File: src/kfr_pkg.sv
// Shared types and constants for the KISS frame receiver.
`timescale 1ns / 1ps
package kfr_pkg;

    localparam logic [7:0] KS_FEND  = 8'hC0;
    localparam logic [7:0] KS_FESC  = 8'hDB;
    localparam logic [7:0] KS_TFEND = 8'hDC;
    localparam logic [7:0] KS_TFESC = 8'hDD;

    localparam logic [1:0] EV_BYTE    = 2'd0;
    localparam logic [1:0] EV_DONE    = 2'd1;
    localparam logic [1:0] EV_DISCARD = 2'd2;
    localparam logic [1:0] EV_PARAM   = 2'd3;

    localparam logic [3:0] CMD_FRAME   = 4'd0;
    localparam logic [3:0] CMD_KEYUP   = 4'd1;
    localparam logic [3:0] CMD_PERSIST = 4'd2;
    localparam logic [3:0] CMD_SLOT    = 4'd3;
    localparam logic [3:0] CMD_TAIL    = 4'd4;
    localparam logic [3:0] CMD_DUPLEX  = 4'd5;
    localparam logic [3:0] CMD_SETHW   = 4'd6;
    localparam logic [3:0] CMD_GETHW   = 4'd7;

    localparam logic [7:0] TXDELAY_RST  = 8'd50;
    localparam logic [7:0] PERSIST_RST  = 8'd63;
    localparam logic [7:0] SLOTTIME_RST = 8'd10;
    localparam logic [7:0] TXTAIL_RST   = 8'd10;

    localparam int QUEUE_DEPTH = 2;
    localparam int QPTR_W      = $clog2(QUEUE_DEPTH);

    localparam int POS_W = 10;

    typedef struct packed {
        logic [7:0] raw;
        logic [7:0] unesc;
        logic       is_fend;
        logic       is_fesc;
    } kfr_word_t;

endpackage

File: src/kfr_if.sv
// Handshake channels for the KISS frame receiver: input byte and result word.
`timescale 1ns / 1ps

interface kfr_in_if;
    logic       valid;
    logic       ready;
    logic [7:0] rx_byte;

    modport source (output valid, output rx_byte, input ready);
    modport sink   (input valid, input rx_byte, output ready);
endinterface

interface kfr_out_if;
    logic       valid;
    logic       ready;
    logic [1:0] event_res;
    logic [7:0] data_byte;
    logic [9:0] position;
    logic [3:0] command_code;
    logic [3:0] port_number;
    logic [7:0] tx_delay_now;
    logic [7:0] persistence_now;
    logic [7:0] slot_time_now;
    logic [7:0] tx_tail_now;
    logic       full_duplex_now;

    modport source (
        output valid, input ready,
        output event_res, output data_byte, output position,
        output command_code, output port_number,
        output tx_delay_now, output persistence_now, output slot_time_now,
        output tx_tail_now, output full_duplex_now
    );
    modport sink (
        input valid, output ready,
        input event_res, input data_byte, input position,
        input command_code, input port_number,
        input tx_delay_now, input persistence_now, input slot_time_now,
        input tx_tail_now, input full_duplex_now
    );
endinterface

File: src/kfr_front.sv
// Front end: accepts raw bytes and classifies them for the word queue.
`timescale 1ns / 1ps
module kfr_front
    import kfr_pkg::*;
(
    kfr_in_if.sink     rx,
    output logic       push_valid,
    input  logic       push_ready,
    output kfr_word_t  push_word
);

    always_comb
    begin
        push_word.raw     = rx.rx_byte;
        push_word.is_fend = (rx.rx_byte == KS_FEND);
        push_word.is_fesc = (rx.rx_byte == KS_FESC);
        case (rx.rx_byte)
            KS_TFEND: push_word.unesc = KS_FEND;
            KS_TFESC: push_word.unesc = KS_FESC;
            default:  push_word.unesc = rx.rx_byte;
        endcase
    end

    assign push_valid = rx.valid;
    assign rx.ready   = push_ready;

endmodule

File: src/kfr_queue.sv
// Short queue of classified words between front and back ends.
`timescale 1ns / 1ps
module kfr_queue
    import kfr_pkg::*;
(
    input  logic      clk,
    input  logic      rst_n,
    input  logic      push_valid,
    output logic      push_ready,
    input  kfr_word_t push_word,
    output logic      pop_valid,
    input  logic      pop_ready,
    output kfr_word_t pop_word
);

    localparam int CNT_W = $clog2(QUEUE_DEPTH + 1);

    kfr_word_t         mem_reg [QUEUE_DEPTH];
    logic [QPTR_W-1:0] wr_ptr_reg;
    logic [QPTR_W-1:0] rd_ptr_reg;
    logic [CNT_W-1:0]  count_reg;
    logic [CNT_W-1:0]  count_next;
    logic              do_push;
    logic              do_pop;

    assign push_ready = (count_reg != CNT_W'(QUEUE_DEPTH));
    assign pop_valid  = (count_reg != '0);
    assign pop_word   = mem_reg[rd_ptr_reg];
    assign do_push    = push_valid && push_ready;
    assign do_pop     = pop_valid && pop_ready;

    always_comb
    begin
        count_next = count_reg;
        if (do_push && !do_pop)
        begin
            count_next = count_reg + CNT_W'(1);
        end
        else if (do_pop && !do_push)
        begin
            count_next = count_reg - CNT_W'(1);
        end
    end

    always_ff @(posedge clk or negedge rst_n)
    begin
        if (!rst_n)
        begin
            wr_ptr_reg <= '0;
            rd_ptr_reg <= '0;
            count_reg  <= '0;
        end
        else
        begin
            count_reg <= count_next;
            if (do_push)
            begin
                wr_ptr_reg <= (wr_ptr_reg == QPTR_W'(QUEUE_DEPTH - 1)) ? '0
                              : wr_ptr_reg + QPTR_W'(1);
            end
            if (do_pop)
            begin
                rd_ptr_reg <= (rd_ptr_reg == QPTR_W'(QUEUE_DEPTH - 1)) ? '0
                              : rd_ptr_reg + QPTR_W'(1);
            end
        end
    end

    always_ff @(posedge clk)
    begin
        if (do_push)
        begin
            mem_reg[wr_ptr_reg] <= push_word;
        end
    end

endmodule

File: src/kfr_back.sv
// Back end: frame state, counting, parameter commands and the result register.
`timescale 1ns / 1ps
module kfr_back
    import kfr_pkg::*;
#(
    parameter int MAX_FRAME_BYTES = 512
)
(
    input  logic      clk,
    input  logic      rst_n,
    input  logic      pop_valid,
    output logic      pop_ready,
    input  kfr_word_t pop_word,
    kfr_out_if.source res
);

    localparam int CNT_W = $clog2(MAX_FRAME_BYTES + 1);

    logic             open_reg,  open_next;
    logic             esc_reg,   esc_next;
    logic [CNT_W-1:0] cnt_reg,   cnt_next;
    logic [7:0]       first_reg, first_next;
    logic [7:0]       txd_reg,   txd_next;
    logic [7:0]       pers_reg,  pers_next;
    logic [7:0]       slot_reg,  slot_next;
    logic [7:0]       tail_reg,  tail_next;
    logic             dup_reg,   dup_next;

    logic             out_valid_reg;
    logic [1:0]       ev_reg,    ev_next;
    logic [7:0]       data_reg,  data_next;
    logic [POS_W-1:0] pos_reg,   pos_next;
    logic [3:0]       code_reg;
    logic [3:0]       port_reg;
    logic [7:0]       txd_o_reg, pers_o_reg, slot_o_reg, tail_o_reg;
    logic             dup_o_reg;

    logic             has_res;
    logic             take;
    logic [7:0]       b;
    logic [3:0]       cmd;
    logic [CNT_W+POS_W-1:0] cnt_ext;

    assign pop_ready = !out_valid_reg || res.ready;
    assign take      = pop_valid && pop_ready;
    assign cnt_ext   = {{POS_W{1'b0}}, cnt_reg};
    assign cmd       = first_reg[3:0];

    always_comb
    begin
        open_next  = open_reg;
        esc_next   = esc_reg;
        cnt_next   = cnt_reg;
        first_next = first_reg;
        txd_next   = txd_reg;
        pers_next  = pers_reg;
        slot_next  = slot_reg;
        tail_next  = tail_reg;
        dup_next   = dup_reg;
        has_res    = 1'b0;
        ev_next    = EV_BYTE;
        data_next  = '0;
        pos_next   = '0;
        b          = esc_reg ? pop_word.unesc : pop_word.raw;

        if (pop_word.is_fend)
        begin
            if (open_reg && cnt_reg != '0)
            begin
                open_next = 1'b0;
                has_res   = 1'b1;
                ev_next   = EV_DONE;
                pos_next  = cnt_ext[POS_W-1:0];
            end
            else
            begin
                cnt_next  = '0;
                esc_next  = 1'b0;
                open_next = 1'b1;
            end
        end
        else if (open_reg && !esc_reg && pop_word.is_fesc)
        begin
            esc_next = 1'b1;
        end
        else if (open_reg)
        begin
            esc_next = 1'b0;
            has_res  = 1'b1;
            if (cnt_reg >= CNT_W'(MAX_FRAME_BYTES))
            begin
                cnt_next  = '0;
                open_next = 1'b0;
                ev_next   = EV_DISCARD;
            end
            else if (cnt_reg == '0)
            begin
                first_next = b;
                cnt_next   = CNT_W'(1);
                data_next  = b;
            end
            else if (cnt_reg == CNT_W'(1) && cmd != CMD_FRAME && cmd != CMD_SETHW
                     && cmd != CMD_GETHW)
            begin
                case (cmd)
                    CMD_KEYUP:   txd_next  = b;
                    CMD_PERSIST: pers_next = b;
                    CMD_SLOT:    slot_next = b;
                    CMD_TAIL:    tail_next = b;
                    CMD_DUPLEX:  dup_next  = (b != 8'd0);
                    default:     ;
                endcase
                cnt_next  = '0;
                open_next = 1'b0;
                ev_next   = EV_PARAM;
                data_next = b;
                pos_next  = POS_W'(1);
            end
            else
            begin
                cnt_next  = cnt_reg + CNT_W'(1);
                data_next = b;
                pos_next  = cnt_ext[POS_W-1:0];
            end
        end
    end

    always_ff @(posedge clk or negedge rst_n)
    begin
        if (!rst_n)
        begin
            open_reg      <= 1'b0;
            esc_reg       <= 1'b0;
            cnt_reg       <= '0;
            first_reg     <= '0;
            txd_reg       <= TXDELAY_RST;
            pers_reg      <= PERSIST_RST;
            slot_reg      <= SLOTTIME_RST;
            tail_reg      <= TXTAIL_RST;
            dup_reg       <= 1'b0;
            out_valid_reg <= 1'b0;
        end
        else
        begin
            if (take)
            begin
                open_reg  <= open_next;
                esc_reg   <= esc_next;
                cnt_reg   <= cnt_next;
                first_reg <= first_next;
                txd_reg   <= txd_next;
                pers_reg  <= pers_next;
                slot_reg  <= slot_next;
                tail_reg  <= tail_next;
                dup_reg   <= dup_next;
                out_valid_reg <= has_res;
            end
            else if (res.ready)
            begin
                out_valid_reg <= 1'b0;
            end
        end
    end

    always_ff @(posedge clk)
    begin
        if (take && has_res)
        begin
            ev_reg     <= ev_next;
            data_reg   <= data_next;
            pos_reg    <= pos_next;
            code_reg   <= first_next[3:0];
            port_reg   <= first_next[7:4];
            txd_o_reg  <= txd_next;
            pers_o_reg <= pers_next;
            slot_o_reg <= slot_next;
            tail_o_reg <= tail_next;
            dup_o_reg  <= dup_next;
        end
    end

    assign res.valid           = out_valid_reg;
    assign res.event_res       = ev_reg;
    assign res.data_byte       = data_reg;
    assign res.position        = pos_reg;
    assign res.command_code    = code_reg;
    assign res.port_number     = port_reg;
    assign res.tx_delay_now    = txd_o_reg;
    assign res.persistence_now = pers_o_reg;
    assign res.slot_time_now   = slot_o_reg;
    assign res.tx_tail_now     = tail_o_reg;
    assign res.full_duplex_now = dup_o_reg;

endmodule

File: src/kiss_frame_receiver_unit.sv
// KISS frame receiver: top level joining front end, word queue and back end.
//
// Usage: raw serial bytes enter on rx (valid/ready, field rx_byte), one per word.
// FEND/FESC framing is removed; each stored byte leaves on res with its
// position, a closing FEND reports the frame length, an over-long frame is
// reported as discarded, and a two-byte command frame updates a TNC setting.
// Every result word carries the current settings and the first byte's nibbles.
// Throughput: one byte per cycle sustained while res.ready is high; the back end
// updates its frame state once per word.
// An accepted byte is written into the two-word queue, the back end takes it
// from there and registers its result, which is presented until taken.
// Bytes that cause no result (FEND opening a frame, FESC, bytes outside a
// frame) still pass through the queue and are taken by the back end.
// Stall: if res.ready is low the result register holds, the queue fills and
// rx.ready drops once the queue holds two words.
// Reset: rst_n clears the frame state, the queue and the result register and
// restores the default settings (TX delay 50, persistence 63, slot time 10,
// TX tail 10, half duplex).
`timescale 1ns / 1ps
module kiss_frame_receiver_unit
    import kfr_pkg::*;
#(
    parameter int MAX_FRAME_BYTES = 512
)
(
    input  logic      clk,
    input  logic      rst_n,
    kfr_in_if.sink    rx,
    kfr_out_if.source res
);

    logic      push_valid;
    logic      push_ready;
    kfr_word_t push_word;
    logic      pop_valid;
    logic      pop_ready;
    kfr_word_t pop_word;

    kfr_front u_front (
        .rx         (rx),
        .push_valid (push_valid),
        .push_ready (push_ready),
        .push_word  (push_word)
    );

    kfr_queue u_queue (
        .clk        (clk),
        .rst_n      (rst_n),
        .push_valid (push_valid),
        .push_ready (push_ready),
        .push_word  (push_word),
        .pop_valid  (pop_valid),
        .pop_ready  (pop_ready),
        .pop_word   (pop_word)
    );

    kfr_back #(
        .MAX_FRAME_BYTES (MAX_FRAME_BYTES)
    ) u_back (
        .clk       (clk),
        .rst_n     (rst_n),
        .pop_valid (pop_valid),
        .pop_ready (pop_ready),
        .pop_word  (pop_word),
        .res       (res)
    );

endmodule

File: src/flat_wrapper.sv
// flat-port wrapper written by rule: the top's interface ports become plain ports
module kiss_frame_receiver_unit_flat import kfr_pkg::*;
#(
    parameter int MAX_FRAME_BYTES = 512
)
  (clk, rst_n, rx_valid, rx_rx_byte, rx_ready, res_valid, res_ready, res_event_res, res_data_byte, res_position, res_command_code, res_port_number, res_tx_delay_now, res_persistence_now, res_slot_time_now, res_tx_tail_now, res_full_duplex_now);
  kfr_in_if rx_i ();
  kfr_out_if res_i ();
  input  logic clk;
  input  logic rst_n;
  input wire logic [$bits(rx_i.valid)-1:0] rx_valid;
  input wire logic [$bits(rx_i.rx_byte)-1:0] rx_rx_byte;
  output wire logic [$bits(rx_i.ready)-1:0] rx_ready;
  output wire logic [$bits(res_i.valid)-1:0] res_valid;
  input wire logic [$bits(res_i.ready)-1:0] res_ready;
  output wire logic [$bits(res_i.event_res)-1:0] res_event_res;
  output wire logic [$bits(res_i.data_byte)-1:0] res_data_byte;
  output wire logic [$bits(res_i.position)-1:0] res_position;
  output wire logic [$bits(res_i.command_code)-1:0] res_command_code;
  output wire logic [$bits(res_i.port_number)-1:0] res_port_number;
  output wire logic [$bits(res_i.tx_delay_now)-1:0] res_tx_delay_now;
  output wire logic [$bits(res_i.persistence_now)-1:0] res_persistence_now;
  output wire logic [$bits(res_i.slot_time_now)-1:0] res_slot_time_now;
  output wire logic [$bits(res_i.tx_tail_now)-1:0] res_tx_tail_now;
  output wire logic [$bits(res_i.full_duplex_now)-1:0] res_full_duplex_now;
  assign rx_i.valid = rx_valid;
  assign rx_i.rx_byte = rx_rx_byte;
  assign rx_ready = rx_i.ready;
  assign res_valid = res_i.valid;
  assign res_i.ready = res_ready;
  assign res_event_res = res_i.event_res;
  assign res_data_byte = res_i.data_byte;
  assign res_position = res_i.position;
  assign res_command_code = res_i.command_code;
  assign res_port_number = res_i.port_number;
  assign res_tx_delay_now = res_i.tx_delay_now;
  assign res_persistence_now = res_i.persistence_now;
  assign res_slot_time_now = res_i.slot_time_now;
  assign res_tx_tail_now = res_i.tx_tail_now;
  assign res_full_duplex_now = res_i.full_duplex_now;
  kiss_frame_receiver_unit #(.MAX_FRAME_BYTES(MAX_FRAME_BYTES)) u_core (.clk(clk), .rst_n(rst_n), .rx(rx_i), .res(res_i));
endmodule
File: config.mk
export PLATFORM = sky130hd
export DESIGN_NAME = kiss_frame_receiver_unit_flat
export DESIGN_NICKNAME = d
export VERILOG_FILES = /design/src/kfr_pkg.sv /design/src/kfr_if.sv /design/src/kfr_front.sv /design/src/kfr_queue.sv /design/src/kfr_back.sv /design/src/kiss_frame_receiver_unit.sv /design/src/flat_wrapper.sv
export SDC_FILE = /design/constraint.sdc
export NUM_CORES = 1
export LEC_CHECK = 0
export CORE_MARGIN = 2
export CORE_UTILIZATION = 45
export DETAILED_ROUTE_END_ITERATION = 8
export DONT_BUFFER_PORTS = 1
export GPL_TIMING_DRIVEN = 0
export PLACE_DENSITY_LB_ADDON = 0.2
export SYNTH_ARGS = -nofsm -noshare
export SYNTH_HDL_FRONTEND = slang
export SYNTH_SLANG_ARGS = --single-unit
File: constraint.sdc
create_clock -name clk -period 6.1 [get_ports clk]
set_clock_uncertainty 0.1 [all_clocks]
set_input_delay 0.61 -clock clk [delete_from_list [all_inputs] [get_ports clk]]
set_output_delay 0.61 -clock clk [all_outputs]
set_load 0.005 [all_outputs]
==> summary.md <==
| Metric | Value |
|---|---|
| Outcome | completed |
| Final-layout fill cell count | 1223 |
| Startpoint of the worst-slack reg-to-reg timing path | u_core.u_back.cnt_reg[0] |
| Power share of the sequential group | between 40% and 50% |
| Most common flop cell mapped by yosys | sky130_fd_sc_hd__edfxtp_1 |
| Number of violations reported at the end of detailed-routing iteration 0 | 279 |
| Multi-input logic area | 2200 um^2 |
| Hold Crit Start | rx_rx_byte[7] |
| Internal power of the cells | between 0.002 and 0.003 W |
| Final routed wirelength across all metal layers | about 13000 um |
| Final count of pins violating max slew | 0 |
| Via count of the first global-routing pass | approximately 3700 |
| CTS tree | yes |
| Fraction of post-synthesis cell area in the top cell type by area | 43.4% |
| Post-cts sizing count | 0 |
| Delay of the slowest cell on the worst path | about 0.58 ns |
| Die footprint | 15900 um^2 |
| Antenna Violating Nets Remaining | 0 |
| Power spent charging and discharging nets | 0.00133 W |
| Sequential Area | 4380 um^2 |
| Total of hold buffers inserted after clock tree synthesis | 2 |
| Number of flip-flops under the largest register name | 36 |
| Max Used Layer | met4 |
| DRC Markers | 0 |
| VDD IR max | 0.209 mV |
| Average size of a mapped cell | 15.4 um^2 |
| Hold Fails Final Rpt | 0 |
| Total number of clock tree sinks | 155 |
| Net count after synthesis | 451 |
| Final Setup Violations | 0 |
| Power density cells | approximately 520 nW/um^2 |
| Final TNS setup | 0 ns |
| Part of the Yosys area used for sequential elements | roughly two thirds |
| Yosys top cell by area | sky130_fd_sc_hd__edfxtp_1 |
| Static Leakage | about 3.0 nW |
| Core box area | 14500 um^2 |
| Comb pwr share | 29.9% |
| Fraction of layout instances using a drive strength above 1 | between 30% and 40% |
| Standard cell with the maximum stage delay on the critical path | sky130_fd_sc_hd__nor3b_1 |
| Setup bufs post-CTS | 0 |
| Worst slew margin | roughly 39% |
| Detail Route met3 WL | 682 um |
| Required time reported for the critical path endpoint | about 6 ns |
| Number of flip-flops and latches in the synthesized netlist | 155 |
| Detailed-routed wire length on met2 | between 6000 and 7000 um |
| Total number of yosys warnings | 0 |
| Via Count | about 3700 |
| Library cell used as clock root buffer | sky130_fd_sc_hd__clkbuf_16 |
| Initial cell density of the core | a little under half |
| Tmin final | 3.04 ns |
| Post-route standard cell area excluding fillers | ~7600 um^2 |
| Die boundary width | around 130 um |
| Post-route setup slack | 3.06 ns |
| Sort of element at the end of the critical path | register |
| Floorplan die height | ~130 um |
| Worst min-delay path class | in2reg |
| Critical Path Start | u_core.u_back.cnt_reg[0] |
| Detailed-routing iteration count for the pre-antenna-repair pass | 5 |
| Per-cell routed wire length | about 20 um |
| Row count | 44 |
| Setup repair after global routing missed its margin | no |
| Buffer depth of the longest clock path | 2 |
| Instance count along the most critical hold path | 0 |
| GPL Wtd Cong | 0.768 |
| Number of max-cap violations | 0 |
| Share of power burned in the clock network | roughly a quarter |
| Arrival time at the worst endpoint | roughly 3.1 ns |
| Worst Reg2Reg Path Length in Cells | 7 |
| Most frequent cells in the layout | 97 x sky130_fd_sc_hd__edfxtp_1, 83 x sky130_fd_sc_hd__mux2_2, 45 x sky130_fd_sc_hd__dfrtp_1 |
| Share of flip-flops with an asynchronous set or reset | a little under two fifths |
| Level count of the clock H-tree | 4 |
| Antenna fix cells | 0 |
| Worst Path Class, Setup | reg2reg |
| Cell area after technology mapping | around 6700 um^2 |
| Series of cell instances along the critical path | inv_1 > ha_1 > nor3b_1 > and3_1 > clkbuf_1 > nand3_1 > mux2_2 |
| Worst setup slack before clock tree synthesis | between 3 and 4 ns |
| Cells taking the most area after synthesis | sky130_fd_sc_hd__edfxtp_1 43%, sky130_fd_sc_hd__dfrtp_1 17%, sky130_fd_sc_hd__mux2_2 14%, sky130_fd_sc_hd__dfstp_2 5.1%, sky130_fd_sc_hd__mux4_2 2.7% |
| Number of distinct library cells after synthesis | between 50 and 60 |
| Highest Clock Rate | roughly 330 MHz |
| Aggregate global routing overflow | 0 |
| Critical path fanouts, max | 8 |
| Crit start category | register |
| Switching part of the total | ~34% |
| Detailed placer's ending HPWL | slightly below 9000 um |
| Wire length of the first global-routing pass | slightly above 20000 um |
| Antenna violations before repair | 0 |
| Post-detailed-route via-to-cell ratio | around 5.6 |
| Instance area after placement | 7010 um^2 |
| Post-route total power | about 0.004 W |
| Count of buffers inserted at the top-level ports | 0 |
| Portion of the clock cycle consumed by the worst path in the final layout | roughly half |
| Placed Cells incl. Taps | just over 600 |
| Global routing usage summed across all routing layers | ~17% |
| Pin slew with the least headroom to its limit | 0.918 ns |
| Met1 routed wirelength after detailed routing | ~5800 um |
| Source-to-sink clock delay at the later pin of the worst-skew pair | 0.43 ns |
| Internal reg-to-reg setup slack | about 3.1 ns |
| Final nets | 475 |
| Area growth syn-to-layout | 12.9% |
| Clock edge transition at the registers on the reported setup and hold paths | roughly 0.060 ns |
| Layout Cells excl Fill | ~660 |
| Number of synthesized flops with an enable pin | 97 |
| Ports | 75 |
| Total CTS buffers | 17 |
| Number of cells produced by synthesis | 435 |
| Most frequent standard cell in the layout excluding fill and tap cells | sky130_fd_sc_hd__edfxtp_1 |
| Largest net degree at the start of global routing | 59 |
## worst max-delay path: cells and delay by family, from the launching register on
family	cells	cell delay, ns
flops	1	0.44
mux	1	0.43
fa+ha+maj	1	0.14
buf+inv	2	0.40
simple gates	3	1.25
## synth_stat cells (3+ instances only)
cell type	n
sky130_fd_sc_hd__nand2b_1	3
sky130_fd_sc_hd__nand2_1	16
sky130_fd_sc_hd__and4_1	3
sky130_fd_sc_hd__nor2b_1	5
sky130_fd_sc_hd__nor2_1	12
sky130_fd_sc_hd__nor3b_1	3
sky130_fd_sc_hd__o21bai_1	4
sky130_fd_sc_hd__mux2_2	83
sky130_fd_sc_hd__nor3_1	6
sky130_fd_sc_hd__nand3_1	12
sky130_fd_sc_hd__xor2_1	3
sky130_fd_sc_hd__dfstp_2	13
sky130_fd_sc_hd__and3_1	17
sky130_fd_sc_hd__and2_1	9
sky130_fd_sc_hd__inv_1	5
sky130_fd_sc_hd__nand4_1	3
sky130_fd_sc_hd__xnor2_1	3
sky130_fd_sc_hd__ha_1	4
sky130_fd_sc_hd__dfrtp_1	45
sky130_fd_sc_hd__edfxtp_1	97
sky130_fd_sc_hd__mux4_2	8
sky130_fd_sc_hd__nor4_1	3
sky130_fd_sc_hd__a31o_2	3
sky130_fd_sc_hd__o21ai_0	6
sky130_fd_sc_hd__a21oi_1	3
sky130_fd_sc_hd__buf_2	5
sky130_fd_sc_hd__nand3b_1	4
sky130_fd_sc_hd__clkbuf_1	17
## cell families after synthesis
logic type / synth area share [%]
xor gates and xnor gates: 0.784
muxes: 17.3
DFF: 65.3
buffers and inverters: 2.05
adders and majority gates: 0.746
and+or+nand+nor: 10.1
AOI/OAI and AO/OA: 3.75
## layer usage
metal / vias up / GRT usage (%)
met3: 21 / 5.06
met5: - / 0
met4: 0 / 7.56
met2: 108 / 27.2
met1: 1836 / 22.4
li1: 1698 / -
## path summary, 6_finish.rpt
path                                                      to
setup / recovery           u_core.u_back.res.command_code[2]
hold / removal                 u_core.u_queue.mem_reg[1][17]
setup reg to reg           u_core.u_back.res.command_code[2]
max in group asynchronous          u_core.u_back.pers_reg[5]
hold reg to reg                    u_core.u_back.tail_reg[7]
min in group asynchronous           u_core.u_back.cnt_reg[9]
## final cells by class
type / instances / share of cell area [%]
flip-flops and latches: 155 / 57.8
multi-input cells: 249 / 29.1
clock buffers: 21 / 5.95
well taps: 184 / 3.04
plain buffers: 25 / 1.52
repair buffers: 5 / 1.26
clock inverters: 11 / 0.991
inverters: 6 / 0.297
## power groups by stage
stage | clock network [W] | logic [W] | registers (W)
2_1_floorplan | 0 | 0.000822 | 0.00182
3_3_place_gp | 0 | 0.00108 | 0.00188
3_5_place_dp | 0 | 0.00118 | 0.00187
4_1_cts | 0.000952 | 0.00120 | 0.00185
5_1_grt | 0.00100 | 0.00132 | 0.00189
6_report | 0.000935 | 0.00119 | 0.00184
## through the flow
stage               hold slack (ns)  util [%]
floorplan                     0.214         -
global placement              0.218      47.8
detailed placement            0.217      48.2
CTS                           0.159      52.1
global route                  0.152      52.1
finish                        0.176      52.1
Power figures use the tool's default switching activity.
